### config.mk
export PLATFORM = sky130hd
export DESIGN_NAME = fraction_arith_unit
export DESIGN_NICKNAME = d
export VERILOG_FILES = /design/src/rtl/fau_pkg.sv /design/src/rtl/fau_divider.sv /design/src/rtl/fraction_arith_unit.sv
export SDC_FILE = /design/constraint.sdc
export NUM_CORES = 2
export LEC_CHECK = 0
export ABC_AREA = 1
export BUFFER_PORTS_ARGS = -buffer_cell sky130_fd_sc_hd__buf_2
export CORE_MARGIN = 2
export CORE_UTILIZATION = 38
export DETAILED_ROUTE_END_ITERATION = 8
export PLACE_DENSITY = 0.63
export SYNTH_ARGS = -nofsm -noshare
export SYNTH_HDL_FRONTEND = slang
export SYNTH_SLANG_ARGS = --single-unit
### constraint.sdc
create_clock -name i_clk -period 18.6 [get_ports i_clk]
set_input_delay 2.79 -clock i_clk [delete_from_list [all_inputs] [get_ports i_clk]]
set_output_delay 2.79 -clock i_clk [all_outputs]
set_load 0.02 [all_outputs]
### src/rtl/fau_pkg.sv
// Package for the fraction arithmetic unit: operation codes and widths.
// No dependencies.
`default_nettype none
package fau_pkg;
    localparam logic [2:0] OP_ADD = 3'd0;
    localparam logic [2:0] OP_SUB = 3'd1;
    localparam logic [2:0] OP_MUL = 3'd2;
    localparam logic [2:0] OP_DIV = 3'd3;
    localparam logic [2:0] OP_CMP = 3'd4;
    localparam int NUM_W = 33;
    localparam int DEN_W = 32;
    localparam int ACC_W = 64;
    typedef logic [ACC_W-1:0] t_word;
    typedef struct packed {
        logic start;
        logic busy;
    } t_div_ctl;
endpackage
`default_nettype wire

### src/rtl/fau_divider.sv
// Restoring divider, one quotient bit per cycle, on 64-bit magnitudes.
// Depends on fau_pkg.
`default_nettype none
module fau_divider (
    input  wire                    i_clk,
    input  wire                    i_rst_n,
    input  wire                    i_start,
    input  wire fau_pkg::t_word    i_dvd,
    input  wire fau_pkg::t_word    i_dvs,
    output logic                   o_done,
    output fau_pkg::t_word         o_quo,
    output fau_pkg::t_word         o_rem
);
    logic [6:0]              r_cnt;
    logic                    r_busy;
    fau_pkg::t_word          r_q;
    fau_pkg::t_word          r_r;
    fau_pkg::t_word          r_d;
    logic [fau_pkg::ACC_W:0] w_try;
    fau_pkg::t_word          w_sh;

    assign w_sh  = {r_r[fau_pkg::ACC_W-2:0], r_q[fau_pkg::ACC_W-1]};
    assign w_try = {1'b0, w_sh} - {1'b0, r_d};

    always_ff @(posedge i_clk) begin
        if (!i_rst_n) begin
            r_busy <= 1'b0;
            r_cnt  <= '0;
            o_done <= 1'b0;
        end else begin
            o_done <= 1'b0;
            if (i_start) begin
                r_busy <= 1'b1;
                r_cnt  <= 7'd0;
                r_q    <= i_dvd;
                r_r    <= '0;
                r_d    <= i_dvs;
            end else if (r_busy) begin
                // shift in one dividend bit, subtract when it fits
                if (!w_try[fau_pkg::ACC_W]) begin
                    r_r <= w_try[fau_pkg::ACC_W-1:0];
                    r_q <= {r_q[fau_pkg::ACC_W-2:0], 1'b1};
                end else begin
                    r_r <= w_sh;
                    r_q <= {r_q[fau_pkg::ACC_W-2:0], 1'b0};
                end
                r_cnt <= r_cnt + 7'd1;
                if (r_cnt == 7'd63) begin
                    r_busy <= 1'b0;
                    o_done <= 1'b1;
                end
            end
        end
    end
    assign o_quo = r_q;
    assign o_rem = r_r;

`ifndef NO_ASSERTIONS
    a_done_ends_busy: assert property (@(posedge i_clk) disable iff (!i_rst_n)
        o_done |-> !r_busy) else $error("done while busy");
    a_start_busy: assert property (@(posedge i_clk) disable iff (!i_rst_n)
        i_start |=> r_busy) else $error("start did not begin");
    a_cnt_zero_idle: assert property (@(posedge i_clk) disable iff (!i_rst_n)
        $rose(r_busy) |-> r_cnt == 7'd0) else $error("count not cleared");
`endif
endmodule
`default_nettype wire

### src/rtl/fraction_arith_unit.sv
// Top level of the fraction arithmetic unit: sequencer, shared multiplier,
// shared divider. Depends on fau_pkg and fau_divider.
`default_nettype none
// One request at a time. Cross products go through a single registered
// WIDTH by WIDTH multiplier, the GCD runs Euclid on the shared
// restoring divider, and two more divisions reduce numerator and
// denominator. Compare requests end after the multiplier and error
// requests go straight to the result. i_out_stall is honored only once a
// result is held; a held result stalls the next request until it is
// transferred.
module fraction_arith_unit #(
    parameter int WIDTH = 16
) (
    input  wire                      i_clk,
    input  wire                      i_rst_n,
    input  wire                      i_in_valid,
    output logic                     o_in_stall,
    input  wire  [2:0]               i_req_type,
    input  wire  signed [WIDTH-1:0]  i_a_num,
    input  wire  signed [WIDTH-1:0]  i_a_den,
    input  wire  signed [WIDTH-1:0]  i_b_num,
    input  wire  signed [WIDTH-1:0]  i_b_den,
    output logic                     o_out_valid,
    input  wire                      i_out_stall,
    output logic signed [32:0]       o_res_num,
    output logic signed [31:0]       o_res_den,
    output logic signed [1:0]        o_cmp_result,
    output logic                     o_op_error
);
    localparam logic [3:0] S_IDLE = 4'd0, S_M0 = 4'd1, S_M1 = 4'd2, S_M2 = 4'd3,
                           S_M3 = 4'd4, S_FORM = 4'd5, S_GCD = 4'd6,
                           S_GWAIT = 4'd7, S_DN = 4'd8, S_DNW = 4'd9,
                           S_DD = 4'd10, S_DDW = 4'd11, S_OUT = 4'd12;
    logic [3:0]     r_st;
    logic [2:0]     r_op;
    fau_pkg::t_word r_an, r_ad, r_bn, r_bd, r_p0, r_p1, r_p2, r_num, r_den;
    fau_pkg::t_word r_x, r_y, r_g;
    logic signed [WIDTH-1:0]   r_ma, r_mb;
    logic signed [2*WIDTH-1:0] w_prod;
    fau_pkg::t_word r_prod;
    fau_pkg::t_word w_dvd, w_dvs, w_quo, w_rem;
    logic           w_dstart, w_ddone;
    fau_pkg::t_div_ctl w_ctl;

    function automatic fau_pkg::t_word f_sext(input logic [WIDTH-1:0] v);
        f_sext = fau_pkg::t_word'(signed'(v));
    endfunction
    function automatic fau_pkg::t_word f_mag(input fau_pkg::t_word v);
        f_mag = v[fau_pkg::ACC_W-1] ? (~v + 64'd1) : v;
    endfunction

    // shared multiplier: operands registered, product registered
    assign w_prod = r_ma * r_mb;
    always_ff @(posedge i_clk) r_prod <= fau_pkg::t_word'(w_prod);

    assign w_ctl.start = w_dstart;
    assign w_ctl.busy  = (r_st == S_GWAIT) || (r_st == S_DNW) || (r_st == S_DDW);

    fau_divider u_div (
        .i_clk(i_clk), .i_rst_n(i_rst_n), .i_start(w_ctl.start),
        .i_dvd(w_dvd), .i_dvs(w_dvs), .o_done(w_ddone), .o_quo(w_quo), .o_rem(w_rem)
    );

    always_comb begin
        w_dstart = 1'b0;
        w_dvd    = r_x;
        w_dvs    = r_y;
        unique case (r_st)
            S_GCD: w_dstart = (r_y != '0);
            S_DN: begin w_dstart = 1'b1; w_dvd = f_mag(r_num); w_dvs = r_g; end
            S_DD: begin w_dstart = 1'b1; w_dvd = f_mag(r_den); w_dvs = r_g; end
            default: w_dstart = 1'b0;
        endcase
    end

    assign o_in_stall = (r_st != S_IDLE);

    always_ff @(posedge i_clk) begin
        if (!i_rst_n) begin
            r_st        <= S_IDLE;
            o_out_valid <= 1'b0;
        end else begin
            unique case (r_st)
                S_IDLE: if (i_in_valid) begin
                    r_op <= i_req_type;
                    r_an <= f_sext(i_a_num); r_ad <= f_sext(i_a_den);
                    r_bn <= f_sext(i_b_num); r_bd <= f_sext(i_b_den);
                    r_ma <= i_a_num; r_mb <= i_b_den;
                    // drop straight to the result on any error
                    if (i_a_den == '0 || i_b_den == '0 || i_req_type > fau_pkg::OP_CMP ||
                        (i_req_type == fau_pkg::OP_DIV && i_b_num == '0)) begin
                        o_res_num <= '0; o_res_den <= '0; o_cmp_result <= '0;
                        o_op_error <= 1'b1; o_out_valid <= 1'b1; r_st <= S_OUT;
                    end else begin
                        r_st <= S_M0;
                    end
                end
                S_M0: begin r_ma <= r_bn[WIDTH-1:0]; r_mb <= r_ad[WIDTH-1:0]; r_st <= S_M1; end
                S_M1: begin r_p0 <= r_prod; r_ma <= r_ad[WIDTH-1:0];
                    r_mb <= (r_op == fau_pkg::OP_DIV) ? r_bn[WIDTH-1:0] : r_bd[WIDTH-1:0];
                    r_st <= S_M2; end
                S_M2: begin r_p1 <= r_prod; r_ma <= r_an[WIDTH-1:0]; r_mb <= r_bn[WIDTH-1:0];
                    r_st <= S_M3; end
                S_M3: begin r_p2 <= r_prod; r_st <= S_FORM; end
                S_FORM: begin
                    if (r_op == fau_pkg::OP_CMP) begin
                        // p0 = an*bd, p1 = bn*ad
                        logic signed [1:0] c;
                        c = ($signed(r_p1) < $signed(r_p0)) ? 2'sd1 :
                            ($signed(r_p0) < $signed(r_p1)) ? -2'sd1 : 2'sd0;
                        if (r_ad[fau_pkg::ACC_W-1] ^ r_bd[fau_pkg::ACC_W-1]) c = -c;
                        o_res_num <= '0; o_res_den <= '0; o_cmp_result <= c;
                        o_op_error <= 1'b0; o_out_valid <= 1'b1; r_st <= S_OUT;
                    end else begin
                        fau_pkg::t_word n;
                        case (r_op)
                            fau_pkg::OP_ADD: n = r_p0 + r_p1;
                            fau_pkg::OP_SUB: n = r_p0 - r_p1;
                            fau_pkg::OP_MUL: n = r_prod;
                            default:         n = r_p0;
                        endcase
                        // p2 holds ad*bd, or ad*bn for divide
                        r_num <= n; r_den <= r_p2;
                        r_x <= f_mag(n);
                        r_y <= f_mag(r_p2);
                        r_st <= S_GCD;
                    end
                end
                S_GCD: if (r_y == '0) begin
                    r_g <= (r_x == '0) ? 64'd1 : r_x; r_st <= S_DN;
                end else r_st <= S_GWAIT;
                S_GWAIT: if (w_ddone) begin
                    r_x <= r_y; r_y <= w_rem; r_st <= S_GCD;
                end
                S_DN: r_st <= S_DNW;
                S_DNW: if (w_ddone) begin
                    o_res_num <= r_num[fau_pkg::ACC_W-1] ? 33'(~w_quo + 64'd1) : 33'(w_quo);
                    r_st <= S_DD;
                end
                S_DD: r_st <= S_DDW;
                S_DDW: if (w_ddone) begin
                    o_res_den <= r_den[fau_pkg::ACC_W-1] ? 32'(~w_quo + 64'd1) : 32'(w_quo);
                    o_cmp_result <= '0; o_op_error <= 1'b0;
                    o_out_valid <= 1'b1; r_st <= S_OUT;
                end
                S_OUT: if (!i_out_stall) begin
                    o_out_valid <= 1'b0; r_st <= S_IDLE;
                end
                default: r_st <= S_IDLE;
            endcase
        end
    end

`ifndef NO_ASSERTIONS
    a_valid_out: assert property (@(posedge i_clk) disable iff (!i_rst_n)
        o_out_valid |-> r_st == S_OUT) else $error("valid outside output state");
    a_err_clean: assert property (@(posedge i_clk) disable iff (!i_rst_n)
        (o_out_valid && o_op_error) |-> (o_res_num == '0 && o_cmp_result == '0))
        else $error("error result not cleared");
    a_div_only_wait: assert property (@(posedge i_clk) disable iff (!i_rst_n)
        w_ddone |-> w_ctl.busy) else $error("divider done outside wait");
`endif
endmodule
`default_nettype wire

==> results.sh <==
export IMPL_outcome="complete, no violations"
export IMPL_grt_pass1_vias=42491
export IMPL_post_drt_wl_per_cell_um=19.6
export IMPL_postPlaceCellArea_mm2=0.0560
export IMPL_nets=6950
export IMPL_syn_inst=6398
export IMPL_max_cap_violations=0
export IMPL_gp_congestion=0.975
export IMPL_antenna_found_initial=2
export IMPL_num_vias=43016
export IMPL_ys_async_sr_fraction_pct=0
export IMPL_period_share_pct=35.2
export IMPL_cp_start_kind="flop"
export IMPL_reg2reg_depth=24
export IMPL_drv_slew=0
export IMPL_setup_viol=0
export IMPL_post_cts_setup_buffers=0
export IMPL_worstPathArrival_ns=7.15
export IMPL_cts_root_buffer="clkbuf_16"
export IMPL_cp_top_family="adder cells"
export IMPL_track_usage_pct=22.4
export IMPL_clk_path_buf_depth=3
export IMPL_drt_total_wl_um=164000
export IMPL_syn_area_per_cell_um2=8.38
export IMPL_die_x_um=380
export IMPL_ys_top_cells_by_area="edfxtp_1 40%, nand2_1 11%, fa_1 9.9%"
export IMPL_fmax_ghz=0.153
export IMPL_grt_overflow=0
export IMPL_syn_nets=6951
export IMPL_path_common_cell="fa_1"
export IMPL_final_area_mm2=0.0590
export IMPL_slew_headroom_pct=22.9
export IMPL_cts_tree="yes"
export IMPL_tns_ns=0
export IMPL_ys_types=64
export IMPL_finClkSkew_ns=0.0567
export IMPL_path_cells="nand2_1 > inv_1 > fa_1 > inv_1 > fa_1 > inv_1 > fa_1 > fa_1 > fa_1 > inv_1 > fa_1 > inv_1 > ha_1 > nand2_1 > nor4_1 > o21ai_0 > nand3_1 > nand2_1 > o211ai_1 > nand3_1 > nand3_1 > nand3_1 > nand2_1 > xor2_1"
export IMPL_ys_flop_type="edfxtp_1"
export IMPL_cp_depth=24
export IMPL_netlist_area_mm2=0.0536
export IMPL_clk_pin_slew_ns=0.07
export IMPL_path_buf_inv=5
export IMPL_h_tree_depth=3
export IMPL_slowest_delay_ns=0.66
export IMPL_numCtsBuffers=88
export IMPL_post_route_drc_count=0
export IMPL_ant_nets=0
export IMPL_required_ns=19.20
export IMPL_synth_top_area_share_pct=39.9
export IMPL_fp_row_count=137
export IMPL_finalNonFillerCells=8346
export IMPL_initial_core_util_pct=38.3
export IMPL_drt_iter0_markers=4054
export IMPL_first_pass_iters=6
export IMPL_core_mm2=0.140
export IMPL_num_io_pins=141
export IMPL_cts_sinks=758
export IMPL_synth_common_cells="1,516 x nand2_1, 1,211 x inv_1, 712 x edfxtp_1"
export IMPL_synth_edf_count=712
export IMPL_synth_warnings=0
export IMPL_ys_seq_elements=758
export IMPL_hold_viol_final=0
export IMPL_worst_slew_pin_slew_ns=1.15
export IMPL_fin_crit_ns=6.54
export IMPL_syn_to_final_growth_pct=10.0
export IMPL_dpl_cell_count=8183
export IMPL_cp_end_kind="flop"
export IMPL_fillers=14042
export IMPL_ctsHoldBuffers=0
export IMPL_cp_max_fo=16
export IMPL_fp_dieH_um=380
export IMPL_grt_pass1_wl_um=252000
export IMPL_io_buffers=140
export IMPL_clk_latency_ns=0.71
export IMPL_pre_cts_slack_ns=12.06
export IMPL_grt_max_degree=81
export IMPL_synth_area_leader_cell="edfxtp_1"
export IMPL_min_path_type="reg -> reg"
export IMPL_drive_above_1_share_pct=7.06
export IMPL_cts_repair_resized=0
export IMPL_ys_seq_area_share_pct=41.6
export IMPL_setup_ws_ns=12.06
export IMPL_die_area_mm2=0.144
export IMPL_regToRegSetupSlack_ns=12.06
export IMPL_rsz0062_at_grt="false"
export IMPL_min_delay_path_depth=0
export IMPL_viasPerCell=5.15
export IMPL_critPathKind="reg -> reg"
export IMPL_dp_hpwl_um=126000
export IMPL_synthMostInstantiatedCell="nand2_1"
export IMPL_cp_slowest_cell="edfxtp_1"
-- stage by stage --
stage / hold WS, ns / utilization, %
2_1_floorplan: 0.424 / -
3_3_place_gp: 0.437 / 40.0
3_5_place_dp: 0.452 / 40.0
4_1_cts: 0.455 / 42.2
5_1_grt: 0.470 / 42.2
6_report: 0.443 / 42.2
-- cell type report --
class,count,area (µm²),area share [%]
antenna,1,2.50,0.00424
clock buffer,112,2370,4.02
clock inverter,50,672,1.14
inverter,1227,4610,7.80
multi-input combinational,4133,25600,43.4
sequential,758,22300,37.8
tap,1876,2350,3.98
timing repair buffer,189,1070,1.81
-- metal layers --
layer | GRT usage (%) | vias to the layer above | part of all wire [%]
met3 | 3.23 | 292 | 6.6
met4 | 7.97 | 2 | 3.7
met5 | 0 | - | 0.0073
met2 | 37.0 | 1507 | 47
li1 | - | 20542 | -
met1 | 29.9 | 20673 | 43
-- state kept, by name (all words and copies together), names as in the netlist, 32 cells and up --
register,cells
r_g,64
r_y,64
r_den,32
u_div.o_quo,64
r_prod,32
u_div.r_d,64
o_res_num,33
r_p1,32
o_res_den,32
r_x,64
r_num,33
r_p0,32
u_div.o_rem,64
r_p2,32
-- worst paths after layout --
path | end | start
worst min-delay path | r_den[0]$_DFFE_PP_ | r_p2[0]$_DFFE_PP_
worst min register to register | r_den[0]$_DFFE_PP_ | r_p2[0]$_DFFE_PP_
worst max-delay path | r_prod[29]$_DFF_P_ | r_ma[15]$_DFFE_PP_
worst max register to register | r_prod[29]$_DFF_P_ | r_ma[15]$_DFFE_PP_
-- cells in the final DEF, fill, tap and decap left out, types with 10 or more instances in the layout --
master,n
a21oi_1,299
nand2_2,17
a31oi_1,36
o21ai_1,28
clkinv_2,11
buf_4,49
nor2_1,469
bufinv_16,13
clkbuf_1,18
nand3_2,15
o21ai_0,327
xnor2_1,69
ha_1,217
o21a_1,10
o21bai_1,12
nor2_4,17
nand4_1,70
a32o_1,18
dfxtp_1,46
nand3b_1,12
edfxtp_1,712
nand2_1,1515
or2_2,24
o211ai_1,22
inv_2,13
nor3_2,11
buf_2,140
clkinv_1,18
clkbuf_16,90
nor3_1,64
a22o_1,12
inv_1,1209
xor2_1,101
nor4_1,62
nor2_2,19
o2111ai_1,19
fa_1,265
nand3_1,317
-- kinds of logic after synthesis --
kind of cell / after synthesis / synth area share [%]
adders and majority gates: 482 / 15.0
and+or+nand+nor: 2641 / 21.0
buffers and inverters: 1507 / 10.8
AOI/OAI and AO/OA: 840 / 8.83
xor gates and xnor gates: 170 / 2.78
DFF: 758 / 41.6
-- worst reg2reg max path: stages, from the launching register on --
cell and delay (ns):
edfxtp_1 0.66, nand2_1 0.23, inv_1 0.10, fa_1 0.55, inv_1 0.15, fa_1 0.55
inv_1 0.05, fa_1 0.51, fa_1 0.44, fa_1 0.54, inv_1 0.05, fa_1 0.52
inv_1 0.04, ha_1 0.36, nand2_1 0.15, nor4_1 0.37, o21ai_0 0.18, nand3_1 0.18
nand2_1 0.10, o211ai_1 0.13, nand3_1 0.11, nand3_1 0.14, nand3_1 0.09, nand2_1 0.08
xor2_1 0.16
Power is left out: the tool's default activity adds up to more than one toggle a clock period on the data nets, which glitch-free logic cannot reach.
